===== src/rtl/uap_pkg.sv =====
package uap_pkg;

   // Longest URL that is parsed before it is cut off with an error.
   localparam int MAX_URL_LEN = 256;
   localparam int LEN_W       = $clog2(MAX_URL_LEN + 1);

   typedef enum logic [1:0] {
      PH_SCHEME,
      PH_IPV4,
      PH_HOST,
      PH_PORT
   } phase_type;

   typedef struct packed {
      logic [7:0] url_char;
      logic       start_of_url;
   } req_item_type;

   typedef struct packed {
      logic        status;
      logic        address_kind;
      logic [31:0] ip_address;
      logic [15:0] port;
      logic [7:0]  host_offset;
      logic [7:0]  host_length;
   } rsp_item_type;

   // One character after classification.
   typedef struct packed {
      logic       start;
      logic       is_digit;
      logic       is_alnum;
      logic       is_host_sym;
      logic       is_dot;
      logic       is_colon;
      logic       is_slash;
      logic       is_nul;
      logic       is_lbracket;
      logic [3:0] digit;
   } cls_item_type;

   typedef struct packed {
      logic         valid;
      cls_item_type item;
   } cls_chan_type;

endpackage


===== src/rtl/url_authority_parser.sv =====
// Channel    Ports                        Direction  Item
// request    push, full, req_item         in         one URL character and a start flag
// response   empty, pop, rsp_item         out        one parse result per finished URL
//
// The block takes one character every cycle while the response side keeps up.
// A character accepted into the front queue is parsed when it heads that queue and the
// result queue has room; any result it yields is registered into the result queue.
// Reset is synchronous and active high; the parser then idles until a start_of_url item.
// Two-entry queues before and after the parser let each side stall on its own, and full
// rises only when the parser has stopped for a full result queue.
module url_authority_parser (
   input  logic                  clock,
   input  logic                  reset,
   input  logic                  push,
   output logic                  full,
   input  uap_pkg::req_item_type req_item,
   output logic                  empty,
   input  logic                  pop,
   output uap_pkg::rsp_item_type rsp_item
);
   import uap_pkg::*;

   cls_chan_type cls_head;
   logic         cls_take;

   // The front end classifies each character (digit, alphanumeric, separators) and
   // holds it in a short queue so that the parser sees only a few decoded flags.
   uap_front u_front (
      .clock    (clock),
      .reset    (reset),
      .push     (push),
      .full     (full),
      .req_item (req_item),
      .cls_head (cls_head),
      .cls_take (cls_take)
   );

   // While its result queue has room, the back end walks scheme, IPv4, hostname and port
   // phases one character per cycle, and queues a result as each URL succeeds or fails.
   uap_back u_back (
      .clock    (clock),
      .reset    (reset),
      .cls_head (cls_head),
      .cls_take (cls_take),
      .empty    (empty),
      .pop      (pop),
      .rsp_item (rsp_item)
   );

endmodule


===== src/rtl/uap_front.sv =====
module uap_front (
   input  logic                  clock,
   input  logic                  reset,
   input  logic                  push,
   output logic                  full,
   input  uap_pkg::req_item_type req_item,
   output uap_pkg::cls_chan_type cls_head,
   input  logic                  cls_take
);
   import uap_pkg::*;

   localparam logic [7:0] CH_NUL        = 8'h00;
   localparam logic [7:0] CH_DASH       = 8'h2d;
   localparam logic [7:0] CH_DOT        = 8'h2e;
   localparam logic [7:0] CH_SLASH      = 8'h2f;
   localparam logic [7:0] CH_ZERO       = 8'h30;
   localparam logic [7:0] CH_NINE       = 8'h39;
   localparam logic [7:0] CH_COLON      = 8'h3a;
   localparam logic [7:0] CH_UPPER_A    = 8'h41;
   localparam logic [7:0] CH_UPPER_Z    = 8'h5a;
   localparam logic [7:0] CH_LBRACKET   = 8'h5b;
   localparam logic [7:0] CH_UNDERSCORE = 8'h5f;
   localparam logic [7:0] CH_LOWER_A    = 8'h61;
   localparam logic [7:0] CH_LOWER_Z    = 8'h7a;

   cls_item_type cls_new;
   cls_item_type head_ff, head_in, spare_ff, spare_in;
   logic         head_v_ff, head_v_in, spare_v_ff, spare_v_in;
   logic         push_ok, pop_ok;

   always_comb begin
      logic [7:0] c;
      c = req_item.url_char;
      cls_new.start       = req_item.start_of_url;
      cls_new.is_digit    = (c >= CH_ZERO) && (c <= CH_NINE);
      cls_new.is_alnum    = cls_new.is_digit || ((c >= CH_UPPER_A) && (c <= CH_UPPER_Z)) ||
                            ((c >= CH_LOWER_A) && (c <= CH_LOWER_Z));
      cls_new.is_host_sym = (c == CH_UNDERSCORE) || (c == CH_DASH);
      cls_new.is_dot      = (c == CH_DOT);
      cls_new.is_colon    = (c == CH_COLON);
      cls_new.is_slash    = (c == CH_SLASH);
      cls_new.is_nul      = (c == CH_NUL);
      cls_new.is_lbracket = (c == CH_LBRACKET);
      cls_new.digit       = c[3:0];
   end

   assign full    = spare_v_ff;
   assign push_ok = push && !spare_v_ff;
   assign pop_ok  = head_v_ff && cls_take;

   // Two-entry queue: a head that the parser sees and a spare behind it.
   always_comb begin
      head_in    = head_ff;
      head_v_in  = head_v_ff;
      spare_in   = spare_ff;
      spare_v_in = spare_v_ff;
      if (pop_ok) begin
         if (spare_v_ff) begin
            head_in    = spare_ff;
            head_v_in  = 1'b1;
            spare_in   = cls_new;
            spare_v_in = push_ok;
         end else begin
            head_in   = cls_new;
            head_v_in = push_ok;
         end
      end else if (!head_v_ff) begin
         head_in   = cls_new;
         head_v_in = push_ok;
      end else if (push_ok) begin
         spare_in   = cls_new;
         spare_v_in = 1'b1;
      end
   end

   always_ff @(posedge clock) begin
      if (reset) begin
         head_v_ff  <= 1'b0;
         spare_v_ff <= 1'b0;
      end else begin
         head_v_ff  <= head_v_in;
         spare_v_ff <= spare_v_in;
      end
   end

   always_ff @(posedge clock) begin
      head_ff  <= head_in;
      spare_ff <= spare_in;
   end

   assign cls_head.valid = head_v_ff;
   assign cls_head.item  = head_ff;

   a_spare_behind_head: assert property (@(posedge clock) disable iff (reset)
      spare_v_ff |-> head_v_ff)
      else $error("front queue holds a spare entry without a head entry");

endmodule


===== src/rtl/uap_back.sv =====
module uap_back (
   input  logic                  clock,
   input  logic                  reset,
   input  uap_pkg::cls_chan_type cls_head,
   output logic                  cls_take,
   output logic                  empty,
   input  logic                  pop,
   output uap_pkg::rsp_item_type rsp_item
);
   import uap_pkg::*;

   phase_type        phase_ff, phase_in;
   logic             active_ff, active_in;
   logic [1:0]       sm_ff, sm_in;
   logic [3:0][7:0]  oct_ff, oct_in;
   logic [1:0]       oi_ff, oi_in;
   logic [2:0]       dot_ff, dot_in;
   logic [2:0]       dc_ff, dc_in;
   logic [15:0]      port_ff, port_in;
   logic [7:0]       pos_ff, pos_in;
   logic [7:0]       hs_ff, hs_in;
   logic [7:0]       hc_ff, hc_in;
   logic             rf_ff, rf_in;
   logic [LEN_W-1:0] len_ff, len_in;

   logic             step_emit, step_status;
   logic             go;
   cls_item_type     it;
   rsp_item_type     res_new;
   logic             res_push, res_pop;
   rsp_item_type     out_ff, out_in, spare_ff, spare_in;
   logic             out_v_ff, out_v_in, spare_v_ff, spare_v_in;

   assign it       = cls_head.item;
   assign go       = cls_head.valid && !spare_v_ff;
   assign cls_take = go;

   // Next state of the parser for the character at the head of the queue.
   always_comb begin
      logic       take;
      logic [7:0] p;
      logic [7:0] o;
      logic [7:0] base;
      take = 1'b0;
      p    = 8'd0;
      o    = 8'd0;
      base = 8'd0;
      step_emit   = 1'b0;
      step_status = 1'b0;
      if (it.start) begin
         active_in = 1'b1;
         phase_in  = PH_SCHEME;
         sm_in     = 2'd0;
         oct_in    = '0;
         oi_in     = 2'd0;
         dot_in    = 3'd0;
         dc_in     = 3'd0;
         port_in   = 16'd0;
         pos_in    = 8'd0;
         hs_in     = 8'd0;
         hc_in     = 8'd0;
         rf_in     = 1'b0;
         len_in    = '0;
      end else begin
         active_in = active_ff;
         phase_in  = phase_ff;
         sm_in     = sm_ff;
         oct_in    = oct_ff;
         oi_in     = oi_ff;
         dot_in    = dot_ff;
         dc_in     = dc_ff;
         port_in   = port_ff;
         pos_in    = pos_ff;
         hs_in     = hs_ff;
         hc_in     = hc_ff;
         rf_in     = rf_ff;
         len_in    = len_ff;
      end

      if (active_in) begin
         if (len_in >= LEN_W'(MAX_URL_LEN)) begin
            step_emit   = 1'b1;
            step_status = 1'b1;
         end else begin
            len_in = len_in + LEN_W'(1);
            p      = pos_in;
            pos_in = pos_in + 8'd1;
            take   = 1'b1;

            if (phase_in == PH_SCHEME) begin
               take = 1'b0;
               if (sm_in == 2'd0) begin
                  if (it.is_colon) begin
                     sm_in = 2'd1;
                  end else if (!it.is_alnum) begin
                     step_emit   = 1'b1;
                     step_status = 1'b1;
                  end
               end else if (sm_in != 2'd3) begin
                  if (!it.is_slash) begin
                     step_emit   = 1'b1;
                     step_status = 1'b1;
                  end else begin
                     sm_in = sm_in + 2'd1;
                  end
               end else if (it.is_lbracket) begin
                  step_emit   = 1'b1;
                  step_status = 1'b1;
               end else begin
                  phase_in = PH_IPV4;
                  hs_in    = p;
                  hc_in    = 8'd0;
                  take     = 1'b1;
               end
            end

            if (take && (phase_in == PH_IPV4)) begin
               rf_in = 1'b0;
               if (it.is_digit) begin
                  dc_in = dc_in + 3'd1;
                  if (dc_in >= 3'd4) begin
                     phase_in = PH_HOST;
                  end else begin
                     o    = oct_in[oi_in];
                     base = (dc_in > 3'd1) ? ({o[4:0], 3'b000} + {o[6:0], 1'b0}) : o;
                     oct_in[oi_in] = base + {4'd0, it.digit};
                     hc_in = hc_in + 8'd1;
                     take  = 1'b0;
                  end
               end else if (it.is_dot) begin
                  dot_in = dot_in + 3'd1;
                  if (dot_in >= 3'd4) begin
                     phase_in = PH_HOST;
                  end else begin
                     dc_in = 3'd0;
                     oi_in = oi_in + 2'd1;
                     hc_in = hc_in + 8'd1;
                     take  = 1'b0;
                  end
               end else if (it.is_colon) begin
                  take = 1'b0;
                  if (dot_in != 3'd3) begin
                     step_emit   = 1'b1;
                     step_status = 1'b1;
                  end else begin
                     phase_in = PH_PORT;
                     port_in  = 16'd0;
                     dc_in    = 3'd0;
                  end
               end else begin
                  phase_in = PH_HOST;
               end
            end

            if (take && (phase_in == PH_HOST)) begin
               take  = 1'b0;
               rf_in = 1'b1;
               if (it.is_alnum || it.is_host_sym || it.is_dot) begin
                  hc_in = hc_in + 8'd1;
               end else if (it.is_colon) begin
                  phase_in = PH_PORT;
                  port_in  = 16'd0;
                  dc_in    = 3'd0;
               end else begin
                  step_emit   = 1'b1;
                  step_status = 1'b1;
               end
            end

            if (take && (phase_in == PH_PORT)) begin
               if (it.is_digit) begin
                  port_in = {port_in[12:0], 3'b000} + {port_in[14:0], 1'b0} +
                            {12'd0, it.digit};
                  if (dc_in != 3'd7) begin
                     dc_in = dc_in + 3'd1;
                  end
               end else if ((it.is_nul || it.is_slash) && (dc_in != 3'd0)) begin
                  step_emit = 1'b1;
               end else begin
                  step_emit   = 1'b1;
                  step_status = 1'b1;
               end
            end
         end
         if (step_emit) begin
            active_in = 1'b0;
         end
      end
   end

   // Result item formed from the state as it stands after this character.
   always_comb begin
      res_new.status       = step_status;
      res_new.address_kind = rf_in;
      res_new.ip_address   = {oct_in[0], oct_in[1], oct_in[2], oct_in[3]};
      res_new.port         = port_in;
      res_new.host_offset  = hs_in;
      res_new.host_length  = hc_in;
      res_push             = go && step_emit;
   end

   always_ff @(posedge clock) begin
      if (reset) begin
         active_ff <= 1'b0;
         phase_ff  <= PH_SCHEME;
         sm_ff     <= 2'd0;
         oi_ff     <= 2'd0;
         dot_ff    <= 3'd0;
         dc_ff     <= 3'd0;
         len_ff    <= '0;
      end else if (go) begin
         active_ff <= active_in;
         phase_ff  <= phase_in;
         sm_ff     <= sm_in;
         oi_ff     <= oi_in;
         dot_ff    <= dot_in;
         dc_ff     <= dc_in;
         len_ff    <= len_in;
      end
   end

   always_ff @(posedge clock) begin
      if (go) begin
         oct_ff  <= oct_in;
         port_ff <= port_in;
         pos_ff  <= pos_in;
         hs_ff   <= hs_in;
         hc_ff   <= hc_in;
         rf_ff   <= rf_in;
      end
   end

   // Result queue: a visible output register with one spare behind it.
   assign res_pop = out_v_ff && pop;

   always_comb begin
      out_in     = out_ff;
      out_v_in   = out_v_ff;
      spare_in   = spare_ff;
      spare_v_in = spare_v_ff;
      if (res_pop) begin
         if (spare_v_ff) begin
            out_in     = spare_ff;
            out_v_in   = 1'b1;
            spare_in   = res_new;
            spare_v_in = res_push;
         end else begin
            out_in   = res_new;
            out_v_in = res_push;
         end
      end else if (!out_v_ff) begin
         out_in   = res_new;
         out_v_in = res_push;
      end else if (res_push) begin
         spare_in   = res_new;
         spare_v_in = 1'b1;
      end
   end

   always_ff @(posedge clock) begin
      if (reset) begin
         out_v_ff   <= 1'b0;
         spare_v_ff <= 1'b0;
      end else begin
         out_v_ff   <= out_v_in;
         spare_v_ff <= spare_v_in;
      end
   end

   always_ff @(posedge clock) begin
      out_ff   <= out_in;
      spare_ff <= spare_in;
   end

   assign empty    = !out_v_ff;
   assign rsp_item = out_ff;

   a_no_push_when_full: assert property (@(posedge clock) disable iff (reset)
      res_push |-> !spare_v_ff)
      else $error("result written while the result queue is full");

   a_idle_after_result: assert property (@(posedge clock) disable iff (reset)
      res_push |=> !active_ff)
      else $error("parser still active after giving its result");

   a_len_bounded: assert property (@(posedge clock) disable iff (reset)
      len_ff <= LEN_W'(MAX_URL_LEN))
      else $error("URL length counter ran past its limit");

   a_dots_bounded: assert property (@(posedge clock) disable iff (reset)
      dot_ff <= 3'd4)
      else $error("dot count ran past four");

endmodule

===== config.mk =====
export PLATFORM = sky130hd
export DESIGN_NAME = url_authority_parser
export DESIGN_NICKNAME = d
export VERILOG_FILES = /design/src/rtl/uap_pkg.sv /design/src/rtl/url_authority_parser.sv /design/src/rtl/uap_front.sv /design/src/rtl/uap_back.sv
export SDC_FILE = /design/constraint.sdc
export NUM_CORES = 1
export LEC_CHECK = 0
export ABC_AREA = 1
export BUFFER_PORTS_ARGS = -buffer_cell sky130_fd_sc_hd__buf_2
export CAP_MARGIN = 10
export CELL_PAD_IN_SITES_DETAIL_PLACEMENT = 1
export CELL_PAD_IN_SITES_GLOBAL_PLACEMENT = 2
export CORE_MARGIN = 1.5
export CORE_UTILIZATION = 41
export CTS_BUF_LIST = sky130_fd_sc_hd__clkbuf_8
export CTS_CLUSTER_DIAMETER = 60
export DETAILED_ROUTE_END_ITERATION = 8
export PLACE_DENSITY_LB_ADDON = 0.1
export SKIP_CTS_REPAIR_TIMING = 1
export SYNTH_ARGS = -nofsm -noshare
export SYNTH_HDL_FRONTEND = slang
export SYNTH_SLANG_ARGS = --single-unit
export TNS_END_PERCENT = 10

===== constraint.sdc =====
create_clock -name clock -period 10.8 [get_ports clock]
set_clock_uncertainty 0.15 [all_clocks]
set_input_delay 2.16 -clock clock [delete_from_list [all_inputs] [get_ports clock]]
set_output_delay 2.16 -clock clock [all_outputs]
set_load 0.05 [all_outputs]

== Word-level counts from Yosys, hierarchy flattened ==
Cells that the tools add are included.

* $add $sub $neg: 13
* Order comparisons: 12
* Equality and inequality tests: 16
* Muxes and demuxes: 207
* Reductions and logical operators: 34

{| class="wikitable"
|+ Operators by type and width
! cell !! number
|-
| 2-to-1 mux 66 bit || 7
|-
| 2-to-1 mux 8 bit || 31
|-
| 2-to-1 mux 16 bit || 15
|-
| 2-to-1 mux 32 bit || 6
|-
| 2-to-1 mux 13 bit || 7
|-
| 2-to-1 mux 2 bit || 38
|-
| 2-to-1 mux 1 bit || 74
|-
| 2-to-1 mux 3 bit || 23
|-
| bitwise mux 32 bit || 1
|-
| equality test 8 x 6 -> 1 bit, second input constant || 4
|-
| 2-to-1 mux 9 bit || 3
|-
| adder 8 x 1 -> 8 bit, second input constant || 3
|-
| adder 16 bit || 1
|-
| adder 16 x 4 -> 16 bit || 1
|-
| binary-select mux 8 bit (select 2 bit) || 1
|-
| demux 8 bit (select 2 bit) || 1
|-
| equality test 8 x 7 -> 1 bit, second input constant || 2
|-
| greater-or-equal comparator 8 x 7 -> 1 bit, second input constant || 2
|-
| <= comparator 8 x 7 -> 1 bit, second input constant || 2
|-
| logical AND 1 bit || 13
|-
| adder 3 x 1 -> 3 bit, second input constant || 3
|-
| adder 9 x 1 -> 9 bit, second input constant || 1
|-
| greater-or-equal comparator 9 bit, second input constant || 1
|-
| adder 8 x 4 -> 8 bit || 1
|-
| other kinds (22) || 41
|}

* Bits in registers: 257
* Bits of input ports: 13
* Word-level logic and storage cells: 334

== Depth between registers and ports, before layout ==
Gate-level depths: netlist (run 1).

* Word-level depth: 29
* Mapped depth: 36
* Depth with buffers taken out: 33

== Cells and area by module ==
A second synthesis (run 1) with hierarchy kept.

* Cells, all modules: 1,541
* Area total of the unflattened synthesis: 13,743.2 um^2

{| class="wikitable"
|+ By module, submodules not included
! module !! times used !! cells each !! area an instance (um^2) !! seq. area each (um^2)
|-
| uap_back || 1 || 1,412 || 12,464.5 || 6,636.4
|-
| uap_front || 1 || 129 || 1,278.7 || 820.8
|}

== Worst setup path before layout (run 1) ==
Ideal clock, no wire load.

* Kind: input to register
* From: input port pop
* To: register u_back.spare_ff[0] in the netlist's numbering (enable)
* Library setup time: 0.581 ns
* Arrival: 8.600 ns
* Required time: 10.069 ns
* Setup slack: 1.469 ns
* Stages on the path: 3
* Cells stage by stage: nand2_1 > nand2_1 > o21ai_0

* Longest elaborated chain between the ends: 3
* Elaborated cells on any way between the ends: 5
* Those cells by class: eq/ne (1); reduce/logical (4)

{| class="wikitable"
|+ RTL lines
! what !! RTL line !! text
|-
| from (decl) || url_authority_parser.sv:18 || <nowiki>input logic pop,</nowiki>
|-
| logical AND 1 bit (*) || uap_back.sv:234 || <nowiki>assign res_pop = out_v_ff && pop;</nowiki>
|-
| != test 2 bit (no source line) / nonzero test 2 bit (equally long branches) || n/a ||
|-
| AND reduction 3 bit (no source line) (*) || n/a ||
|-
| to (signal assigned) || uap_back.sv:272 || <nowiki>spare_ff <= spare_in;</nowiki>
|-
| to (decl) || uap_back.sv:31 || <nowiki>rsp_item_type out_ff, out_in, spare_ff, spare_in;</nowiki>
|}

Every way passes the cells marked *; elsewhere a longest branch is shown, timed or not.
A chain may end at the register's enable or synchronous reset.

==> qor.yml, run 1 <==
p_int_mw: 1.772
yosysSeqAreaShare_pct: 54.79
crit_slowest_cell: "edfxtp_1"
relSlewSlack_pct: 29.41
fin_area_um2: 15380
setup_viol: 0
drtAntennaViolNets: 0
vias: 10350
wl_um: 35920
cts_buffers: 47
grt_pass1_wl_um: 57900
p_sw_share_pct: 29.11
p_leak_nw: 6.808
critPathLaunchType: "flop"
powerDensity_nw_per_um2: 162.5
path_class: "reg -> reg"
antenna_found_initial: 0
synth_nets: 1512
clock_latency_ns: 0.58
die_h_um: 185.2
gp_congestion: 0.8638
finalCritPeriodShare_pct: 56.37
power_mw: 2.499
drtPass1Iterations: 5
synthCells: 1446
fin_crit_ns: 6.088
p_seq_share_pct: 47.0
cp-end-kind: "flop"
worst_pin_slew_ns: 1.059
rows: 66
grt_max_degree: 82
die_x_um: 185.2
drc: 0
core_um2: 32620
floorplan.initialDensity_pct: 41.73
max-cap-violations: 0
ys_ff_latch: 257
reg2regPathDepth: 28
grt_pass1_vias: 10630
area_growth_pct: 13.03
drive_gt1_share_pct: 14.60
slowest_delay_ns: 0.55
grt-ovfl-total: 0
crit_arrival_ns: 6.23
clk_pin_slew_worst_paths_ns: 0.06
async_flop_share_pct: 0
ir_drop_mv: 0.1517
htree_num_levels: 2
vias_per_cell: 5.147
synth_area_um2: 13610
cts.path.max_buffers: 3
synth_cell_type_count: 55
num-fill-cells: 3761
placed_area_um2: 14430
clkPwrFrac_pct: 38.1
n_antenna_cell: 0
hp-class: "reg -> reg"
status: "completed"
max_freq_mhz: 164.3
dp_hpwl_um: 24770
cts_tree: "yes"
ys_dominant_reg_cell: "edfxtp_1"
drt_iter0_markers: 443
tns_ns: 0
clock_tree.root_cell: "clkbuf_8"
finalHoldViolCount: 0
cp.required_ns: 10.94
rsz0062_at_grt: "false"
yosys_warnings: 0
syn_avg_cell_area_um2: 9.413
die-area_um2: 34300
combPwrFrac_pct: 15.0
nets: 1603
drv_slew: 0
ios: 81
clock_sinks: 257
io_buffers: 80
path_common_cell: "nand2_1"
switchingPower_mw: 0.7276
min_path_cells: 2
crit_fanout: 81
drt-wirelength-per-cell_um: 17.87
synth-edff-count: 231
gr-usage-all-layers_pct: 21.72
registers in the layout (all words and copies together), names as in the netlist, 3 cells and up:
register          count
u_back.len_ff         9
u_back.port_ff       16
u_back.dc_ff          3
u_back.rsp_item      66
u_back.hs_ff          8
u_back.spare_ff      66
u_front.cls_head     13
u_back.dot_ff         3
u_back.hc_ff          8
u_front.spare_ff     13
u_back.oct_ff        32
u_back.pos_ff         8
final timing paths:
check                        from             endpoint  slack, ns
min              u_back.dot_ff[2]     u_back.dot_ff[2]       0.33
min reg2reg      u_back.dot_ff[2]     u_back.dot_ff[2]       0.33
max reg2reg  u_front.cls_head[12]  u_back.rsp_item[30]       4.71
max          u_front.cls_head[12]  u_back.rsp_item[30]       4.71
cell families after synthesis:
logic type / Yosys count / share of synthesized area, %
XOR/XNOR: 28 / 1.940
flip-flops: 257 / 54.79
AND/OR/NAND/NOR: 606 / 19.56
buffers and inverters: 247 / 7.198
adder cells (fa/ha/maj): 53 / 5.038
multiplexers: 25 / 1.949
AO/OA/AOI/OAI: 230 / 9.524
placed cells by master, fill, tap and decap left out, types with 6 or more instances in the layout:
cell	Yosys	final
nand2_1	307	306
edfxtp_1	231	231
inv_1	183	191
nand3_1	112	112
nor2_1	113	112
buf_2	9	80
o21ai_0	74	73
a21oi_1	70	70
clkbuf_8	0	51
ha_1	50	50
o21ai_1	31	31
dfxtp_1	26	26
xor2_1	22	22
o211ai_1	20	20
nand4_1	17	17
inv_2	16	16
mux2i_1	13	13
mux2_2	12	12
nor3_1	11	11
nand2_2	10	10
buf_4	3	8
clkinv_2	0	7
nor2_2	7	7
clkinv_1	1	7
o21ai_2	6	6
o21bai_1	6	6
layer usage:
layer	vias up	wire length (um)	track usage [%]
met5	-	0	0
met4	0	518	4.748
met3	41	1093	3.303
met2	144	16320	35.08
met1	5047	17980	30.74
li1	5113	-	-
power by group through the flow:
stage / clock network [mW] / logic, mW / registers [mW]
detailed placement: 0 / 0.376 / 1.19
global route: 1.02 / 0.412 / 1.18
CTS: 0.980 / 0.377 / 1.17
finish: 0.952 / 0.374 / 1.17
floorplan: 0 / 0.169 / 1.30
global placement: 0 / 0.369 / 1.19
per-stage QoR:
stage | instances | hold WS, ns | setup slack (ns) | utilization (%)
final | 2010 | 0.3275 | 4.712 | 47.16
after floorplan | 1446 | 0.2937 | 1.469 | -
after global placement | 1930 | 0.3013 | 4.974 | 44.25
after global routing | 2010 | 0.3375 | 4.062 | 47.16
after CTS | 2010 | 0.3309 | 4.708 | 47.16
after detailed placement | 1930 | 0.3206 | 4.759 | 44.25
final cells by class:
cell class                 instances  area (um^2)  share of cell area (%)
clock buffer                      51        701.9                   4.563
clock inverter                    29        247.7                   1.610
inverter                         201        763.2                   4.961
multi-input combinational        942         5200                   33.80
sequential                       257         7457                   48.47
tap                              442        553.0                   3.595
timing repair buffer              88        460.4                   2.993
Yosys cell counts, types with 7 or more instances:
cell | n | area, um^2
a21oi_1 | 70 | 350.3
buf_1 | 9 | 33.78
buf_2 | 9 | 45.04
clkbuf_1 | 22 | 82.58
dfxtp_1 | 26 | 520.5
edfxtp_1 | 231 | 6937
ha_1 | 50 | 625.6
inv_1 | 183 | 686.9
inv_2 | 16 | 60.06
mux2_2 | 12 | 135.1
mux2i_1 | 13 | 130.1
nand2_1 | 307 | 1152
nand2_2 | 10 | 62.56
nand3_1 | 112 | 560.5
nand4_1 | 17 | 106.4
nor2_1 | 113 | 424.2
nor2_2 | 7 | 43.79
nor3_1 | 11 | 55.05
o211ai_1 | 20 | 150.1
o21ai_0 | 74 | 370.4
o21ai_1 | 31 | 155.2
xor2_1 | 22 | 192.7
worst max-delay path: cells and delay by family, from the launching register on:
kind | cells | cell delay [ns]
xor+xnor | 2 | 0.38
flops | 1 | 0.55
fa+ha+maj | 3 | 1.12
simple gates | 10 | 1.34
compound gates | 5 | 0.85
buf+inv | 8 | 1.32
No activity file was read; power rests on OpenSTA's default activity.
==> run 2: changes to the inputs <==
- clock period: 10.8 -> 6.4 ns (I/O delays scaled with it)
==> qor.yml, run 2 (synthesis gave the netlist of run 1 again) <==
num-fill-cells: 3796
vias: 10330
clock_tree.root_cell: "clkbuf_8"
p_int_mw: 2.905
grt_pass1_wl_um: 58690
max-cap-violations: 0
die_h_um: 185.2
hp-class: "reg -> reg"
cts.path.max_buffers: 3
fin_crit_ns: 5.429
drive_gt1_share_pct: 14.97
cts_tree: "yes"
wl_um: 36210
rows: 66
nets: 1606
grt_pass1_vias: 10710
finalCritPeriodShare_pct: 84.83
switchingPower_mw: 1.255
multi_input_area_um2: 5200
finalHoldViolCount: 0
io_buffers: 80
area_growth_pct: 12.98
vias_per_cell: 5.118
cp.required_ns: 6.55
path_common_cell: "inv_1"
drv_slew: 0
path_class: "reg -> reg"
crit_fanout: 11
final_common_cell: "nand2_1"
die_x_um: 185.2
combPwrFrac_pct: 15.2
grt_max_degree: 68
drtPass1Iterations: 4
ir_drop_mv: 0.1460
p_leak_nw: 6.833
final_cell_mix: "nand2_1, edfxtp_1, inv_1"
relSlewSlack_pct: 33.83
worst_pin_slew_ns: 0.9925
gr-usage-all-layers_pct: 22.00
cpLargestDelayFamily: "simple AND/OR/NAND/NOR gates"
cts_buffers: 46
die-area_um2: 34300
drt_iter0_markers: 599
dp_hpwl_um: 24780
post-route-util_pct: 47.14
drt-wirelength-per-cell_um: 17.93
seq_area_um2: 7457
p_seq_share_pct: 47.6
tns_ns: 0
powerDensity_nw_per_um2: 270.6
gp_congestion: 0.8734
htree_num_levels: 2
rsz0062_at_grt: "false"
crit_buf_inv: 6
max_freq_mhz: 184.2
clock_latency_ns: 0.60
antenna_found_initial: 0
drc: 0
clk_pin_slew_worst_paths_ns: 0.06
setup_viol: 0
p_sw_share_pct: 30.17
slowest_delay_ns: 0.66
crit_slowest_cell: "edfxtp_1"
grt-ovfl-total: 0
critPathLaunchType: "flop"
clock_sinks: 257
floorplan.initialDensity_pct: 41.73
cp-end-kind: "flop"
n_antenna_cell: 0
ios: 81
drtAntennaViolNets: 0
crit_arrival_ns: 5.58
clkPwrFrac_pct: 37.2
status: "completed"
core_um2: 32620
-- run 2: per-stage QoR --
stage	power, mW	cell area, um^2	hold WS [ns]	std cells	setup WS (ns)
2_1_floorplan	2.475	13620	0.2937	1446	1.206
3_3_place_gp	2.638	14460	0.3028	1933	1.241
3_5_place_dp	2.650	14460	0.3257	1933	1.104
4_1_cts	4.226	15370	0.3347	2018	1.029
5_1_grt	4.350	15380	0.3525	2019	0.4898
6_report	4.160	15380	0.3281	2019	0.9708
-- run 2: worst reg2reg max path, delay by kind of cell, from the launching register on --
| kind | cells | cell delay, ns |
|---|---|---|
| adders and majority gates | 3 | 0.95 |
| AOI/OAI and AO/OA | 5 | 0.95 |
| buffers and inverters | 6 | 0.51 |
| DFF | 1 | 0.66 |
| and+or+nand+nor | 9 | 1.54 |
| xor gates and xnor gates | 2 | 0.38 |
-- run 2: final timing paths --
check,start,to,slack [ns],depth (start not counted)
min reg2reg,u_back.len_ff[3],u_back.len_ff[3],0.33,2
max reg2reg,u_front.cls_head[12],u_back.rsp_item[30],0.97,25
min,u_back.len_ff[3],u_back.len_ff[3],0.33,2
max,u_front.cls_head[12],u_back.rsp_item[30],0.97,25
-- run 2: layout make-up --
cell class	count	share of cell area, %
clock inverter	39	1.823
clock buffer	46	4.117
inverter	201	4.963
multi-input combinational	942	33.82
timing repair buffer	92	3.190
tap	442	3.596
sequential	257	48.49
-- run 2: routing by layer --
layer	GRT usage, %	part of all wire (%)	vias up
met5	0	0	-
met4	5.886	2.1	0
met3	3.755	4.1	55
met2	34.92	45	173
met1	31.00	49	4992
li1	-	-	5113
-- run 2: power groups by stage --
stage          Clock, mW  Combinational, mW  Sequential [mW]
2_1_floorplan          0              0.285             2.19
5_1_grt             1.66              0.695             1.99
3_5_place_dp           0              0.634             2.02
3_3_place_gp           0              0.624             2.01
6_report            1.55              0.631             1.98
4_1_cts             1.61              0.638             1.98
==> run 3: changes to the inputs <==
- ABC_AREA: 1 -> 0
- CORE_UTILIZATION: 41 -> 40
- clock period: 6.4 -> 4.9 ns (I/O delays scaled with it)
==> qor.yml, run 3 <==
drtPass1Iterations: 4
cts_tree: "yes"
antenna_found_initial: 0
clkPwrFrac_pct: 38.0
grt_max_degree: 67
status: "completed"
synth-edff-count: 231
gp_congestion: 0.8445
clock_tree.root_cell: "clkbuf_8"
n_antenna_cell: 0
max-cap-violations: 0
core_um2: 31640
path_common_cell: "buf_4"
final_cell_mix: "edfxtp_1, mux2_2, buf_2"
synth_area_leaders: "edfxtp_1, mux2_2, ha_1"
grt_pass1_wl_um: 54070
num-fill-cells: 3304
setup_viol: 0
drc: 0
hp-start: "u_back.len_ff[1]"
yosys_warnings: 0
use_met1_pct: 28.68
hp-class: "reg -> reg"
crit_arrival_ns: 4.92
cts.path.max_buffers: 3
crit_buf_inv: 4
dp_hpwl_um: 22970
place_ws_ns: -0.0002633
worst_pin_slew_ns: 0.9845
r2r_start: "u_front.cls_head[12]"
drv_slew: 0
cp-end-kind: "flop"
grt_pass1_vias: 9511
yosys.area.top_type: "edfxtp_1"
p_seq_share_pct: 49.0
htree_num_levels: 2
p_sw_share_pct: 27.33
ys_dominant_reg_cell: "edfxtp_1"
synth_cell_type_count: 66
yosysSeqAreaShare_pct: 57.84
nets: 1252
cts_buffers: 46
synth_nets: 1115
grt_most_used_layer: "met2"
die_x_um: 182.5
synthTopCellsByCount: "edfxtp_1, mux2_2, nor2_1"
ys_ff_latch: 257
finalHoldViolCount: 0
ir_drop_mv: 0.2195
drive_gt1_share_pct: 27.70
vias_per_cell: 5.470
crit_fanout: 6
die_h_um: 182.5
combPwrFrac_pct: 13.0
area_growth_pct: 18.00
dp_cells: 1531
async_flop_share_pct: 0
max_freq_mhz: 209.6
vias: 8873
p_int_mw: 3.774
io_buffers: 80
reg2reg_slack_ns: 0.13
crit_path_cell_trace: "buf_4, nor2b_1, ha_1, nor2b_2, a31oi_1, o21a_1, o21ai_4, buf_6, nor3b_1, buf_4, xnor2_2, buf_4, fa_2, nor2b_2, o31ai_2, a211o_1, o21ai_2, nor2_2, xnor2_1, a22o_1, mux2_2"
powerDensity_nw_per_um2: 341.3
final_common_cell: "edfxtp_1"
rsz0062_at_grt: "true"
wl_um: 33720
yosysMostFrequentCell: "edfxtp_1"
synthCells: 1049
floorplan.initialDensity_pct: 40.76
syn_avg_cell_area_um2: 12.29
finalWorstSetupSlack_ns: 0.1281
cp.required_ns: 5.05
clock_latency_ns: 0.57
min_path_cells: 2
drtAntennaViolNets: 0
tns_ns: 0
timing.rr.end: "u_back.rsp_item[28]"
reg2regPathDepth: 21
whs_endpoint: "u_back.len_ff[1]"
gr-usage-met3_pct: 3.033
gr-usage-all-layers_pct: 20.81
switchingPower_mw: 1.419
slowest_delay_ns: 0.48
stdcell_count: 1622
grt_util_met2_pct: 34.18
rows: 65
grt-ovfl-total: 0
path_class: "reg -> reg"
finalCritPeriodShare_pct: 97.39
drt_iter0_markers: 378
critPathLaunchType: "flop"
synth_area_um2: 12890
relSlewSlack_pct: 34.36
die-area_um2: 33320
ios: 81
p_leak_nw: 5.940
cpLargestDelayFamily: "compound AO/OA/AOI/OAI gates"
crit_slowest_cell: "edfxtp_1"
fin_crit_ns: 4.772
clock_sinks: 257
post-route-util_pct: 48.09
yosysTopAreaCellShare_pct: 53.80
clk_pin_slew_worst_paths_ns: 0.06
drt-wirelength-per-cell_um: 20.79
[run 3: cell count changes after synthesis, moves of 34 or more]
cell     before  now
inv_1       183   32
mux2_2       12   81
nor2_1      113   78
nand3_1     112   58
nand2_1     307   75
a21oi_1      70   36
[run 3: how the worst max path moves through the flow]
stage / from / to / slack, ns / depth (start not counted)
3_5_place_dp: u_front.cls_head[12] / u_back.rsp_item[31] / -0.0003 / 20
3_3_place_gp: u_front.cls_head[12] / u_back.rsp_item[31] / 0.15 / 20
6_report: u_front.cls_head[12] / u_back.rsp_item[28] / 0.13 / 21
4_1_cts: u_front.cls_head[12] / u_back.rsp_item[31] / -0.02 / 20
5_1_grt: u_front.cls_head[12] / u_back.rsp_item[28] / -0.11 / 21
2_1_floorplan: u_front.cls_head[12] / u_back.rsp_item[28] / -0.27 / 25
[run 3: cell families (layout without fill, tap and decap cells)]
| logic type | after synthesis | count (layout) | share of synthesized area [%] |
|---|---|---|---|
| simple gates | 322 | 322 | 12.47 |
| buf+inv | 77 | 248 | 2.319 |
| mux | 107 | 107 | 9.869 |
| compound gates | 191 | 191 | 9.335 |
| xor+xnor | 42 | 42 | 2.853 |
| flops | 257 | 257 | 57.84 |
| fa+ha+maj | 53 | 53 | 5.318 |
[run 3: metrics by stage]
| stage | hold slack, ns | total power, mW | cell area (um^2) |
|---|---|---|---|
| finish | 0.3155 | 5.193 | 15210 |
| global route | 0.3480 | 5.408 | 15210 |
| CTS | 0.3125 | 5.242 | 14950 |
| detailed placement | 0.3021 | 3.243 | 14050 |
| global placement | 0.2905 | 3.240 | 14050 |
| floorplan | 0.2818 | 3.045 | 13030 |
[run 3: layer usage]
| metal | vias up | wire length (um) |
|---|---|---|
| met1 | 4444 | 16020 |
| li1 | 4233 | - |
| met4 | 0 | 710 |
| met5 | - | 0 |
| met3 | 56 | 1105 |
| met2 | 140 | 15880 |
[run 3: layout make-up]
class / count / area [um^2] / area share, %
Inverter: 34 / 128.9 / 0.8470
Clock buffer: 51 / 701.9 / 4.613
Tap cell: 402 / 503.0 / 3.306
Multi-Input combinational cell: 715 / 5419 / 35.62
Timing Repair Buffer: 132 / 808.3 / 5.312
Clock inverter: 31 / 196.4 / 1.291
Sequential cell: 257 / 7457 / 49.01
[run 3: power groups by stage]
stage	sequential (mW)	combinational, mW	clock (mW)
CTS	2.55	0.659	2.04
finish	2.55	0.674	1.97
global route	2.56	0.733	2.12
floorplan	2.74	0.305	0
detailed placement	2.59	0.653	0
global placement	2.59	0.650	0
[run 3: worst register-to-register path: cells and delay by family (launching register included)]
kind / cells / cell delay [ns]
compound gates: 7 / 1.49
xor+xnor: 2 / 0.25
fa+ha+maj: 2 / 0.62
buf+inv: 4 / 0.68
flops: 1 / 0.48
mux: 1 / 0.26
simple gates: 5 / 0.58
